[src/bu_pkg.sv]
package bu_pkg;

    // Image geometry and upscale factor.
    localparam int MAX_WIDTH  = 256;
    localparam int MAX_HEIGHT = 256;
    localparam int SCALE      = 3;
    localparam int PIXEL_MAX  = 255;

    // Field widths.
    localparam int PIX_W   = 8;
    localparam int COORD_W = 10;
    localparam int DIM_W   = 9;
    localparam int CFG_IDX_W = 1;

    // Source memory addressing: address = row * MAX_WIDTH + col.
    localparam int XW = $clog2(MAX_WIDTH);
    localparam int YW = $clog2(MAX_HEIGHT);
    localparam int AW = XW + YW;

    // Interpolation arithmetic.
    localparam int FRAC_W = $clog2(SCALE + 1);
    localparam int WGT_W  = $clog2(SCALE * SCALE + 1);
    localparam int SUM_W  = $clog2(PIXEL_MAX * SCALE * SCALE + 1);
    localparam int LIM_W  = DIM_W + $clog2(SCALE) + 1;

    // Reciprocal multipliers for the constant divisions.
    localparam int CRD_K       = COORD_W + $clog2(SCALE);
    localparam int CRD_RECIP   = (2 ** CRD_K + SCALE - 1) / SCALE;
    localparam int CRD_RECIP_W = $clog2(CRD_RECIP + 1);
    localparam int SUM_K       = SUM_W + $clog2(SCALE * SCALE);
    localparam int SUM_RECIP   = (2 ** SUM_K + SCALE * SCALE - 1) / (SCALE * SCALE);
    localparam int SUM_RECIP_W = $clog2(SUM_RECIP + 1);

    // Queue sizes (powers of two).
    localparam int CQ_DEPTH = 4;
    localparam int CQ_PTR_W = $clog2(CQ_DEPTH);
    localparam int RQ_DEPTH = 8;
    localparam int RQ_PTR_W = $clog2(RQ_DEPTH);
    localparam int RQ_CNT_W = $clog2(RQ_DEPTH + 1);

    localparam logic [DIM_W-1:0] DIM_RESET = DIM_W'(256);

    localparam logic OP_LOAD  = 1'b0;
    localparam logic OP_QUERY = 1'b1;

    typedef enum logic [CFG_IDX_W-1:0] {
        REG_IMAGE_WIDTH  = 1'b0,
        REG_IMAGE_HEIGHT = 1'b1
    } reg_index_t;

    typedef enum logic [1:0] {
        CMD_WRITE,
        CMD_QUERY,
        CMD_OUTSIDE
    } cmd_kind_t;

    typedef enum logic {
        ST_TOP_ROW,
        ST_BOTTOM_ROW
    } back_state_t;

    typedef struct packed {
        logic               op;
        logic [COORD_W-1:0] col;
        logic [COORD_W-1:0] row;
        logic [PIX_W-1:0]   value;
    } in_t;

    typedef struct packed {
        logic [PIX_W-1:0] pixel;
        logic             outside;
    } out_t;

    typedef struct packed {
        cmd_kind_t         kind;
        logic [XW-1:0]     x;
        logic [YW-1:0]     y;
        logic [PIX_W-1:0]  value;
        logic [FRAC_W-1:0] fx;
        logic [FRAC_W-1:0] fy;
        logic              right_ok;
        logic              down_ok;
    } cmd_t;

endpackage

[src/bu_front.sv]
module bu_front (
    input  logic [bu_pkg::DIM_W-1:0] image_width,
    input  logic [bu_pkg::DIM_W-1:0] image_height,
    input  logic                     req_valid,
    input  bu_pkg::in_t              req_data,
    output logic                     req_ready,
    input  logic                     cmd_full,
    output logic                     cmd_push,
    output bu_pkg::cmd_t             cmd
);
    import bu_pkg::*;

    logic [DIM_W-1:0]               w_eff;
    logic [DIM_W-1:0]               h_eff;
    logic [LIM_W-1:0]               w_lim;
    logic [LIM_W-1:0]               h_lim;
    logic [COORD_W+CRD_RECIP_W-1:0] col_prod;
    logic [COORD_W+CRD_RECIP_W-1:0] row_prod;
    logic [COORD_W-1:0]             col_q;
    logic [COORD_W-1:0]             row_q;
    logic [COORD_W-1:0]             col_r;
    logic [COORD_W-1:0]             row_r;
    logic                           load_ok;
    logic                           in_image;

    always_comb
    begin
        w_eff = (int'(image_width) < MAX_WIDTH) ? image_width : DIM_W'(MAX_WIDTH);
        h_eff = (int'(image_height) < MAX_HEIGHT) ? image_height : DIM_W'(MAX_HEIGHT);
        w_lim = LIM_W'(w_eff) * LIM_W'(SCALE);
        h_lim = LIM_W'(h_eff) * LIM_W'(SCALE);

        // Division by the scale factor through a reciprocal multiply.
        col_prod = (COORD_W+CRD_RECIP_W)'(req_data.col)
                 * (COORD_W+CRD_RECIP_W)'(CRD_RECIP);
        row_prod = (COORD_W+CRD_RECIP_W)'(req_data.row)
                 * (COORD_W+CRD_RECIP_W)'(CRD_RECIP);
        col_q = COORD_W'(col_prod >> CRD_K);
        row_q = COORD_W'(row_prod >> CRD_K);
        col_r = req_data.col - COORD_W'(col_q * COORD_W'(SCALE));
        row_r = req_data.row - COORD_W'(row_q * COORD_W'(SCALE));

        load_ok  = (LIM_W'(req_data.col) < LIM_W'(w_eff))
                && (LIM_W'(req_data.row) < LIM_W'(h_eff));
        in_image = (LIM_W'(req_data.col) < w_lim) && (LIM_W'(req_data.row) < h_lim);

        cmd.value    = req_data.value;
        cmd.fx       = FRAC_W'(col_r);
        cmd.fy       = FRAC_W'(row_r);
        cmd.right_ok = (LIM_W'(col_q) + LIM_W'(1)) < LIM_W'(w_eff);
        cmd.down_ok  = (LIM_W'(row_q) + LIM_W'(1)) < LIM_W'(h_eff);

        if (req_data.op == OP_LOAD)
        begin
            cmd.kind = CMD_WRITE;
            cmd.x    = req_data.col[XW-1:0];
            cmd.y    = req_data.row[YW-1:0];
        end
        else
        begin
            cmd.kind = in_image ? CMD_QUERY : CMD_OUTSIDE;
            cmd.x    = col_q[XW-1:0];
            cmd.y    = row_q[YW-1:0];
        end

        req_ready = !cmd_full;
        // Out-of-range loads are accepted and dropped here.
        cmd_push  = req_valid && req_ready && ((req_data.op == OP_QUERY) || load_ok);
    end

endmodule

[config.mk]
export PLATFORM = sky130hd
export DESIGN_NAME = bu_front
export DESIGN_NICKNAME = d
export VERILOG_FILES = /design/src/bu_pkg.sv /design/src/bu_front.sv
export SDC_FILE = /design/constraint.sdc
export NUM_CORES = 1
export LEC_CHECK = 0
export ABC_AREA = 1
export BUFFER_PORTS_ARGS = -buffer_cell sky130_fd_sc_hd__buf_2
export CAP_MARGIN = 5
export CORE_ASPECT_RATIO = 1.75
export CORE_MARGIN = 8
export CORE_UTILIZATION = 33
export DETAILED_ROUTE_END_ITERATION = 10
export GPL_TIMING_DRIVEN = 0
export PLACE_DENSITY = 0.51
export SYNTH_ARGS = -nofsm -noshare
export SYNTH_HDL_FRONTEND = slang
export SYNTH_SLANG_ARGS = --single-unit
[constraint.sdc]
create_clock -name vclk -period 22.9
set_input_delay 4.58 -clock vclk [all_inputs]
set_output_delay 4.58 -clock vclk [all_outputs]
set_load 0.05 [all_outputs]
==> results.ini <==
[timing]
finalSetupTns_ns = 0
finalSetupViolCount = 0
period_minus_slack_ns = 14.91
finalMaxSlewViolations = 0
finalHoldViolCount = 0
slew_headroom_pct = 40.22
tightest_slew_ns = 0.8967
max_freq_ghz = 0.06705
whs_ns = 9.462
grt_setup_unrepaired = no
min_period_over_period_pct = 65.13

[placed_design]
dp_cells = 1367
routabilityCongestion = 0.8831
port_buffers = 75
place_area_sq_um = 7621
hpwl_mm = 20.12

[finish]
fin_nets = 1402
n_sequential_cell = 0
final_common_cell = nand2_1
finalNonFillerCells = 1367
num_antenna_cells = 0
seqCellArea_sq_um = 0
design_area_sq_um = 7621
syn2layout_area_growth_pct = 9.966
final_cell_mix = nand2_1 (270), inv_1 (243), ha_1 (190)
drive_gt1_share_pct = 10.04
clockBufferCount = 0

[outcome]
status = finished clean

[setup_path]
timing.critical_path.buf_inv = 6
start_kind = input port
critPathMaxStageDelay_ns = 0.57
critPathTopFamily = adder cells
critical_path_peak_fanout = 12
cp.required_ns = 18.32
path_class = in2out
crit_path_end_kind = output pin
cpMostUsedCell = nand2_1
slowest_stage = fa_1
cp.arrival_ns = 10.33

[global_routing]
grt_pass1_vias = 6826
grt_usage_pct = 16.75
grt-ovfl-total = 0
grt_max_degree = 13
grt_pass1_wl_mm = 34.27
antenna_found_initial = 0

[pwr]
p_per_area_nw_per_um2 = 144.0
total_power_mw = 1.097
ir_worst_vdd_mv = 0.1034
power_leakage_nw = 4.663

[floorplanning]
rows = 70
fp.dieW_microns = 125.5
fp.dieH_microns = 207.7
core_area_sq_um = 20760
die_area_sq_um = 26080
start_util_pct = 33.39
pin_count = 83

[min_path]
hold_path.startpoint = req_data[3]
min_to = cmd[9]
hold_path_class = in2out
min_path_cells = 2

[yosys]
syn-cell-area_sq_um = 6930
yosysSeqAreaShare_pct = 0
synth_nets = 1325
synth_cell_type_count = 37
ys_warn_count = 0
avgSynthCellArea_sq_um = 6.664
syn_inst = 1040

[route]
num_vias = 6606
first_pass_iters = 6
detail-route-antenna-nets = 0
avgRoutedWirePerCell_microns = 16.05
drt_iter0_markers = 204
drc = 0
totalWireLength_mm = 21.94
via_per_inst = 4.832

[clocking]
holdBufCountCts = 0
postCtsSetupRepairBufs = 0
cts_resized = 0

[run]
maxCapViolCount = 0

==> power by group <==
| group | internal [mW] | switching (mW) | leakage [nW] | total (mW) |
|---|---|---|---|---|
| clock | 0 | 0 | 0 | 0 |
| combinational | 0.350 | 0.747 | 4.66 | 1.10 |
| sequential | 0 | 0 | 0 | 0 |
| total | 0.350 | 0.747 | 4.66 | 1.10 |
==> per-layer routing <==
metal / vias to the layer above / share of wire [%] / global-route usage (%)
li1: 3430 / - / -
met1: 3035 / 33 / 14.87
met2: 103 / 60 / 36.71
met3: 38 / 2.4 / 0.6944
met4: 0 / 4.8 / 6.841
met5: - / 0 / 0
==> worst max path at each step <==
stage                 start  endpoint  slack [ns]  depth (start not counted)
2_1_floorplan   req_data[9]    cmd[0]        8.51                         25
3_3_place_gp   req_data[23]    cmd[1]        7.92                         30
3_5_place_dp   req_data[23]    cmd[1]        7.91                         31
4_1_cts        req_data[23]    cmd[1]        7.89                         31
5_1_grt        req_data[23]    cmd[1]        7.49                         31
6_report        req_data[9]    cmd[0]        7.99                         29
==> synthesized netlist by cell type, drive strengths merged, types with 5 or more instances <==
| master | n | share of area, % |
|---|---|---|
| a211oi | 5 | 0.54 |
| xnor2 | 14 | 1.8 |
| nor3 | 10 | 0.96 |
| nand3b | 7 | 0.99 |
| o21bai | 8 | 1.0 |
| nand2 | 281 | 16 |
| fa | 46 | 13 |
| o21ai | 25 | 1.8 |
| a21oi | 55 | 4.1 |
| inv | 245 | 13 |
| buf | 8 | 0.87 |
| nor2 | 61 | 3.7 |
| xor2 | 15 | 1.9 |
| a31oi | 5 | 0.45 |
| ha | 190 | 34 |
| nand3 | 37 | 2.7 |
| nand4 | 17 | 1.5 |
==> per-stage QoR <==
stage,setup slack [ns],util [%]
floorplan,8.509,-
global placement,7.919,36.71
detailed placement,7.910,36.71
CTS,7.889,36.71
global route,7.489,36.71
finish,7.986,36.71
==> area by class of cell <==
cell class | count | area, sq um
multi-input combinational | 782 | 5932
inverter | 247 | 927.1
buffer | 11 | 71.32
tap | 252 | 315.3
fill | 2340 | 13140
timing repair buffer | 75 | 375.4
==> logic make-up (layout without fill, tap and decap cells) <==
family	count (synthesis)	count (layout)	synth area share (%)
AO/OA/AOI/OAI	102	102	8.359
adder cells (fa/ha/maj)	236	236	47.59
AND/OR/NAND/NOR	415	415	25.98
XOR/XNOR	29	29	3.665
buffers and inverters	258	333	14.41
Note: power is estimated with default switching activity, not from simulation.
