**config.mk**
```make
export PLATFORM = sky130hd
export DESIGN_NAME = bu_cmd_fifo
export DESIGN_NICKNAME = d
export VERILOG_FILES = /design/src/bu_pkg.sv /design/src/bu_cmd_fifo.sv
export SDC_FILE = /design/constraint.sdc
export NUM_CORES = 1
export LEC_CHECK = 0
export BUFFER_PORTS_ARGS = -buffer_cell sky130_fd_sc_hd__buf_2
export CORE_MARGIN = 2
export CORE_UTILIZATION = 59
export CTS_BUF_LIST = sky130_fd_sc_hd__clkbuf_2 sky130_fd_sc_hd__clkbuf_4 sky130_fd_sc_hd__clkbuf_8
export DETAILED_ROUTE_END_ITERATION = 10
export GPL_ROUTABILITY_DRIVEN = 0
export PLACE_DENSITY_LB_ADDON = 0.08
export SYNTH_ARGS = -nofsm -noshare
export SYNTH_HDL_FRONTEND = slang
export SYNTH_SLANG_ARGS = --single-unit
```
**constraint.sdc**
```tcl
create_clock -name clk -period 2.4 [get_ports clk]
set_clock_uncertainty 0.05 [all_clocks]
set_input_delay 0.24 -clock clk [delete_from_list [all_inputs] [get_ports clk]]
set_output_delay 0.24 -clock clk [all_outputs]
set_load 0.05 [all_outputs]
```
**src/bu_pkg.sv**
```systemverilog
package bu_pkg;

    // Image geometry and upscale factor.
    localparam int MAX_WIDTH  = 256;
    localparam int MAX_HEIGHT = 256;
    localparam int SCALE      = 3;
    localparam int PIXEL_MAX  = 255;

    // Field widths.
    localparam int PIX_W   = 8;
    localparam int COORD_W = 10;
    localparam int DIM_W   = 9;
    localparam int CFG_IDX_W = 1;

    // Source memory addressing: address = row * MAX_WIDTH + col.
    localparam int XW = $clog2(MAX_WIDTH);
    localparam int YW = $clog2(MAX_HEIGHT);
    localparam int AW = XW + YW;

    // Interpolation arithmetic.
    localparam int FRAC_W = $clog2(SCALE + 1);
    localparam int WGT_W  = $clog2(SCALE * SCALE + 1);
    localparam int SUM_W  = $clog2(PIXEL_MAX * SCALE * SCALE + 1);
    localparam int LIM_W  = DIM_W + $clog2(SCALE) + 1;

    // Reciprocal multipliers for the constant divisions.
    localparam int CRD_K       = COORD_W + $clog2(SCALE);
    localparam int CRD_RECIP   = (2 ** CRD_K + SCALE - 1) / SCALE;
    localparam int CRD_RECIP_W = $clog2(CRD_RECIP + 1);
    localparam int SUM_K       = SUM_W + $clog2(SCALE * SCALE);
    localparam int SUM_RECIP   = (2 ** SUM_K + SCALE * SCALE - 1) / (SCALE * SCALE);
    localparam int SUM_RECIP_W = $clog2(SUM_RECIP + 1);

    // Queue sizes (powers of two).
    localparam int CQ_DEPTH = 4;
    localparam int CQ_PTR_W = $clog2(CQ_DEPTH);
    localparam int RQ_DEPTH = 8;
    localparam int RQ_PTR_W = $clog2(RQ_DEPTH);
    localparam int RQ_CNT_W = $clog2(RQ_DEPTH + 1);

    localparam logic [DIM_W-1:0] DIM_RESET = DIM_W'(256);

    localparam logic OP_LOAD  = 1'b0;
    localparam logic OP_QUERY = 1'b1;

    typedef enum logic [CFG_IDX_W-1:0] {
        REG_IMAGE_WIDTH  = 1'b0,
        REG_IMAGE_HEIGHT = 1'b1
    } reg_index_t;

    typedef enum logic [1:0] {
        CMD_WRITE,
        CMD_QUERY,
        CMD_OUTSIDE
    } cmd_kind_t;

    typedef enum logic {
        ST_TOP_ROW,
        ST_BOTTOM_ROW
    } back_state_t;

    typedef struct packed {
        logic               op;
        logic [COORD_W-1:0] col;
        logic [COORD_W-1:0] row;
        logic [PIX_W-1:0]   value;
    } in_t;

    typedef struct packed {
        logic [PIX_W-1:0] pixel;
        logic             outside;
    } out_t;

    typedef struct packed {
        cmd_kind_t         kind;
        logic [XW-1:0]     x;
        logic [YW-1:0]     y;
        logic [PIX_W-1:0]  value;
        logic [FRAC_W-1:0] fx;
        logic [FRAC_W-1:0] fy;
        logic              right_ok;
        logic              down_ok;
    } cmd_t;

endpackage

```
**src/bu_cmd_fifo.sv**
```systemverilog
module bu_cmd_fifo (
    input  logic         clk,
    input  logic         rst_n,
    input  logic         push,
    input  bu_pkg::cmd_t cmd_in,
    input  logic         pop,
    output bu_pkg::cmd_t head,
    output logic         empty,
    output logic         full
);
    import bu_pkg::*;

    cmd_t                mem_reg [CQ_DEPTH];
    logic [CQ_PTR_W-1:0] wr_ptr_reg;
    logic [CQ_PTR_W-1:0] wr_ptr_next;
    logic [CQ_PTR_W-1:0] rd_ptr_reg;
    logic [CQ_PTR_W-1:0] rd_ptr_next;
    logic [CQ_PTR_W:0]   count_reg;
    logic [CQ_PTR_W:0]   count_next;

    always_comb
    begin
        empty       = (count_reg == '0);
        full        = (count_reg == (CQ_PTR_W+1)'(CQ_DEPTH));
        head        = mem_reg[rd_ptr_reg];
        wr_ptr_next = push ? wr_ptr_reg + 1'b1 : wr_ptr_reg;
        rd_ptr_next = pop ? rd_ptr_reg + 1'b1 : rd_ptr_reg;
        count_next  = count_reg + (CQ_PTR_W+1)'(push) - (CQ_PTR_W+1)'(pop);
    end

    always_ff @(posedge clk)
    begin
        if (push)
        begin
            mem_reg[wr_ptr_reg] <= cmd_in;
        end
    end

    always_ff @(posedge clk or negedge rst_n)
    begin
        if (!rst_n)
        begin
            wr_ptr_reg <= '0;
            rd_ptr_reg <= '0;
            count_reg  <= '0;
        end
        else
        begin
            wr_ptr_reg <= wr_ptr_next;
            rd_ptr_reg <= rd_ptr_next;
            count_reg  <= count_next;
        end
    end

endmodule

```
==> results.yml, run 1 <==
power_and_ir_drop:
  vdd_ir_drop_max_uv: 838
  power_per_cell_area_nw_per_um2: 1390
  p_leak_uw: 0.00234
  design_power_total_uw: 8900
cells_and_area:
  seq_area_sq_um: 4020
  multi_input_area_sq_um: 928
  area_growth_pct: 26.9
  fillerInstances: 455
  diodes: 0
  finish.instance_area_sq_um: 6420
  layout.nets: 369
  drive_gt1_share_pct: 41.7
  final_cells: 443
  largest_reg_flops: 128
  final_core_util_pct: 77.7
synth:
  synthMuxAreaShare_pct: 14.6
  async_flop_share_pct: 5.19
  synthXorXnorAreaFrac_pct: 0.866
  synth_area_leaders: "edfxtp_1 76%, mux4_2 12%, dfrtp_1 3.5%, mux4_1 2.1%, ha_1 1.5%"
  synth_compound_area_share_pct: 0.0990
  synth_top_cells_by_count: "128 x edfxtp_1, 28 x mux4_2, 7 x dfrtp_1"
  synth_most_common_cell: "edfxtp_1"
  syn_area_per_cell_sq_um: 25.0
  ys_types: 18
  ys_warn_count: 0
  synth_ff_type: "edfxtp_1"
  ys_seq_elements: 135
  synth_fa_ha_area_share_pct: 1.88
  synth_top_area_share_pct: 76.0
  syn-cell-area_sq_um: 5050
  syn_inst: 202
  synth_seq_area_share_pct: 79.5
  synth_edf_count: 128
  synth_nets: 245
  synth_top_family_by_area: "multiplexers"
  synth-simple-area-share_pct: 0.866
  synth_area_leader_cell: "edfxtp_1"
detailed_routing:
  first_iter_violations: 97
  drcViolationCount: 0
  totalWireLength_um: 8810
  dr.pass1.iters: 6
  avgViaCountPerCell: 5.50
  routedWlPerCell_um: 19.9
  final_antenna_net_count: 0
  vias: 2435
global_routing:
  grt_usage_pct: 21.2
  grt_pass1_wl_um: 13600
  grt_pass1_vias: 2602
  grt_antenna_before_repair: 0
  grt_max_degree: 28
  gr-total-overflow: 0
cts:
  post-cts-setup-buffers: 0
  clkSinkCount: 135
  cts.path.max_buffers: 2
  cts_root_buf: "clkbuf_8"
  cts-htree-levels: 4
  cts_buffers: 17
  clk_latency_ns: 0.42
  cts_tree: "yes"
  cts.clk_slew.worst_paths_ns: 0.07
sta:
  tightest_slew_ns: 0.397
  final.min_clock_period_ns: 2.26
  setup_tns_ns: 0
  max_freq_mhz: 442
  hold_viol: 0
  maxSlewHeadroom_pct: 73.5
  fin_crit_sh_pct: 94.3
  rsz0062_at_grt: "no"
  drv_slew: 0
  finalSetupViolCount: 0
setup_path:
  cp_top_family: "multiplexers"
  required_ns: 2.11
  cp_cell_sequence: "buf_4 > mux4_2 > buf_2"
  arrival_ns: 1.97
  crit_path_max_incr_delay_ns: 0.55
  startpoint_type: "flop"
  cp-end-kind: "output port"
  path_buf_inv: 2
  worstPathMaxFanout: 10
  critPathSlowestCell: "mux4_2"
  timing_worst_setup_path_type: "reg -> out"
die:
  dieArea_sq_um: 9320
  std_cell_rows: 33
  initial_core_util_pct: 61.2
  die-height_um: 96.6
  top_level_ports: 70
  coreArea_sq_um: 8260
  fp.dieW_um: 96.6
flow_run:
  maxCapViolations: 0
place:
  place_area_sq_um: 5560
  dpl.hpwl_um: 5180
  port_buffers: 69
  place_inst: 378
outcome:
  run_status: "finished, final reports clean"
worst_hold_path:
  hold_class: "in -> reg"
==> where the power goes <==
group          internal, uW  total (uW)  leakage [uW]  switching (uW)
registers              3100        3300       0.00126             199
clock network          1540        2360      0.000255             817
logic                  1070        3250      0.000826            2180
==> layout by cell type, fill, tap and decap left out, types with 6 or more instances in the layout <==
cell type	count
dfrtp_1	6
ha_1	6
buf_4	7
bufinv_16	8
buf_2	69
inv_1	6
mux4_2	28
clkbuf_8	17
edfxtp_1	128
dlygate4sd3_1	34
==> final timing paths <==
path                                           start                         to  slack (ns)  cells past startpoint
max                        rd_ptr_reg[0]$_DFFE_PN0P_                   head[26]        0.14                      3
min                                             push  wr_ptr_reg[0]$_DFFE_PN0P_        0.06                      2
max reg2reg                wr_ptr_reg[1]$_DFFE_PN0P_   mem_reg[1][21]$_DFFE_PP_        0.72                      4
min reg2reg                wr_ptr_reg[0]$_DFFE_PN0P_  wr_ptr_reg[0]$_DFFE_PN0P_        0.49                      1
max in group asynchronous                      rst_n  rd_ptr_reg[0]$_DFFE_PN0P_        1.97                      2
min in group asynchronous                      rst_n     count_reg[0]$_DFF_PN0_        0.14                      2
==> through the flow <==
stage / worst slack (ns) / hold WS (ns)
6_report: 0.137 / 0.0641
5_1_grt: 0.0548 / 0.0533
4_1_cts: 0.0534 / 0.0384
3_5_place_dp: 0.515 / 0.0399
3_3_place_gp: 0.537 / 0.0362
2_1_floorplan: 0.548 / -0.106
==> metal layers <==
metal | vias to the layer above | part of all wire [%] | global-route usage, % | wire (um)
met1 | 1247 | 40 | 25.9 | 3530
met5 | - | 0 | 0 | 0
li1 | 1094 | - | - | -
met2 | 83 | 54 | 35.8 | 4760
met4 | 0 | 1.1 | 9.15 | 98
met3 | 11 | 4.7 | 5.90 | 414
==> area by class of cell <==
class                   count  share of cell area, %
clock buffers              17                   3.65
clock inverters            14                   4.35
inverters                   6                  0.351
multi-input cells          53                   14.5
flip-flops and latches    135                   62.7
well taps                 105                   2.05
repair buffers            113                   12.4
==> logic make-up (layout without fill, tap and decap cells) <==
| group | Yosys count | in the layout |
|---|---|---|
| adders and majority gates | 7 | 7 |
| buffers and inverters | 14 | 150 |
| and+or+nand+nor | 8 | 8 |
| xor gates and xnor gates | 5 | 5 |
| muxes | 32 | 32 |
| AOI/OAI and AO/OA | 1 | 1 |
| DFF | 135 | 135 |
==> repair_timing <==
item	4_1_cts	5_1_grt
endpoints found under the setup margin	0	1
hold buffers	34	0
resized for setup	0	1
hold endpoints to repair	136	0
No activity file was read; power rests on OpenSTA's default activity.
==> run 2, diff against run 1 <==
--- a/config.mk
+++ b/config.mk
@@ -5,9 +5,10 @@
 export SDC_FILE = /design/constraint.sdc
 export NUM_CORES = 1
 export LEC_CHECK = 0
+export ABC_AREA = 1
 export BUFFER_PORTS_ARGS = -buffer_cell sky130_fd_sc_hd__buf_2
 export CORE_MARGIN = 2
-export CORE_UTILIZATION = 59
+export CORE_UTILIZATION = 60
 export CTS_BUF_LIST = sky130_fd_sc_hd__clkbuf_2 sky130_fd_sc_hd__clkbuf_4 sky130_fd_sc_hd__clkbuf_8
 export DETAILED_ROUTE_END_ITERATION = 10
 export GPL_ROUTABILITY_DRIVEN = 0
==> run 2 against run 1 <==
Routed wire length rose by 20%; maximum frequency up 1.9%; global-route usage rose by 1.8 points; combinational power rose by 28%; worst hold slack better by 0.027 ns; sequential power decreased by 2%; core utilization decreased by 2.3 points; non-clock buffer count grew 1; die area rose by 12%; design area grew 9.1%; worst setup slack improved by 0.043 ns; critical endpoint is now head[30]; highest routed layer unchanged.
==> results.yml, run 2 <==
global_routing:
  gr-total-overflow: 0
  grt_antenna_before_repair: 0
  grt_usage_pct: 23.0
  grt_pass1_vias: 3814
  grt_pass1_wl_um: 17600
  grt_max_degree: 67
sta:
  maxSlewHeadroom_pct: 53.2
  setup_tns_ns: 0
  hold_viol: 0
  max_freq_mhz: 450
  fin_crit_sh_pct: 92.5
  drv_slew: 0
  rsz0062_at_grt: "no"
  tightest_slew_ns: 0.702
  finalSetupViolCount: 0
  final.min_clock_period_ns: 2.22
detailed_routing:
  final_antenna_net_count: 0
  drcViolationCount: 0
  vias: 3795
  routedWlPerCell_um: 13.2
  avgViaCountPerCell: 4.74
  first_iter_violations: 197
  totalWireLength_um: 10600
  dr.pass1.iters: 5
worst_hold_path:
  hold_end: "wr_ptr_reg[0]$_DFFE_PN0P_"
  worstHoldPathCells: 2
  hp-start: "push"
  hold_class: "in -> reg"
cells_and_area:
  layout.nets: 702
  largest_reg_flops: 128
  final_core_util_pct: 75.4
  final_common_cell: "nand2_1"
  drive_gt1_share_pct: 17.0
  diodes: 0
  seq_area_sq_um: 4020
  area_growth_pct: 20.9
  fillerInstances: 668
  multi_input_area_sq_um: 1100
  layout_common_cells: "171 x nand2_1, 140 x inv_1, 128 x edfxtp_1, 69 x buf_2, 65 x nand3_1"
  finish.instance_area_sq_um: 7000
synth:
  synth_edf_count: 128
  synth_ff_type: "edfxtp_1"
  syn-cell-area_sq_um: 5790
  synth_most_common_cell: "nand2_1"
  synth_top_area_share_pct: 66.4
  ys_warn_count: 0
  synth_top_cells_by_count: "171 x nand2_1, 140 x inv_1, 128 x edfxtp_1"
  synth_area_leader_cell: "edfxtp_1"
  synth_area_leaders: "edfxtp_1 66%, nand2_1 11%, inv_1 9.1%, nand3_1 5.6%, dfrtp_1 3.0%"
  synth_nets: 590
  syn_area_per_cell_sq_um: 10.6
  async_flop_share_pct: 5.19
  ys_seq_elements: 135
  ys_types: 15
  synth_seq_area_share_pct: 69.4
  syn_inst: 547
place:
  dpl.hpwl_um: 6120
  port_buffers: 69
  place_area_sq_um: 6270
die:
  die-height_um: 102
  fp.dieW_um: 102
  initial_core_util_pct: 62.3
  dieArea_sq_um: 10400
  top_level_ports: 70
  std_cell_rows: 35
  coreArea_sq_um: 9280
setup_path:
  cp_cell_sequence: "buf_4 > nand2_1 > nand3_1 > nand2_1 > buf_2"
  rr_startpoint: "count_reg[0]$_DFF_PN0_"
  crit_path_max_incr_delay_ns: 0.55
  cp-end-kind: "output port"
  arrival_ns: 1.93
  worstPathMaxFanout: 66
  critPathSlowestCell: "buf_4"
  startpoint_type: "flop"
  cp_top_family: "buffers and inverters"
  crit_start: "rd_ptr_reg[0]$_DFFE_PN0P_"
  r2r_end: "count_reg[2]$_DFF_PN0_"
  required_ns: 2.11
  timing_worst_setup_path_type: "reg -> out"
  crit_path_frequent_cell: "nand2_1"
  path_buf_inv: 2
  r2r_setup_slack_ns: 0.77
  ff2ff_path_depth: 8
cts:
  cts_resized: 0
  cts-htree-levels: 4
  cts_tree: "yes"
  clkSinkCount: 135
  cts_buffers: 17
  cts_root_buf: "clkbuf_8"
  clk_latency_ns: 0.41
  cts.path.max_buffers: 2
  cts.clk_slew.worst_paths_ns: 0.07
power_and_ir_drop:
  power_per_cell_area_nw_per_um2: 1310
  vdd_ir_drop_max_uv: 973
  p_leak_uw: 0.00332
outcome:
  run_status: "finished, final reports clean"
flow_run:
  maxCapViolations: 0
[run 2: cell count changes after synthesis, sizes merged, moves of 2 or more]
cell,delta
nand2,+169
inv,+136
nand3,+65
mux4,-32
buf,+13
and2,-4
xnor2,-2
[run 2: layer usage]
metal	vias up	GRT usage (%)	wire length, um
met5	-	0	0
met4	0	9.03	148
met3	16	5.47	451
met2	92	41.0	5640
met1	1767	27.0	4370
li1	1920	-	-
[run 2: power by group]
part	leakage [uW]	internal (uW)	switching (uW)
clock network	0.000174	920	856
logic	0.00189	981	3170
registers	0.00126	3090	130
[run 2: area by class of cell]
cell class / count / area share (%)
Clock buffer: 17 / 3.34
Clock inverter: 15 / 2.18
Inverter: 142 / 7.62
Multi-Input combinational cell: 249 / 15.8
Sequential cell: 135 / 57.4
Tap cell: 129 / 2.31
Timing Repair Buffer: 114 / 11.3
[run 2: metrics by stage]
step                      std cells  hold slack (ns)  power (uW)  setup slack (ns)
final                           801           0.0911        9150             0.180
after detailed placement        735           0.0389        7400             0.660
after global routing            801           0.0688        9740            0.0482
after global placement          735           0.0404        7300             0.688
after CTS                       801           0.0601        9230             0.195
after floorplan                 547           -0.106        6460             0.624
[run 2: cell families after synthesis]
logic type               count (synthesis)  share of synthesized area, %
AO/OA/AOI/OAI                            1                        0.0864
XOR/XNOR                                 3                         0.454
adder cells (fa/ha/maj)                  7                          1.64
buffers and inverters                  163                          11.5
flip-flops                             135                          69.4
AND/OR/NAND/NOR                        238                          16.9
[run 2: timing repair]
item	CTS	global route
setup buffers	0	0
hold buffers	34	0
hold endpoints to repair	136	0
[run 2: worst max path at each step]
stage                          end  slack, ns  cells after the start
after detailed placement  head[17]       0.66                      5
after floorplan              empty       0.62                      1
after CTS                 head[17]       0.19                      5
after global routing      head[27]       0.05                      5
after global placement     head[0]       0.69                      5
final                     head[30]       0.18                      5
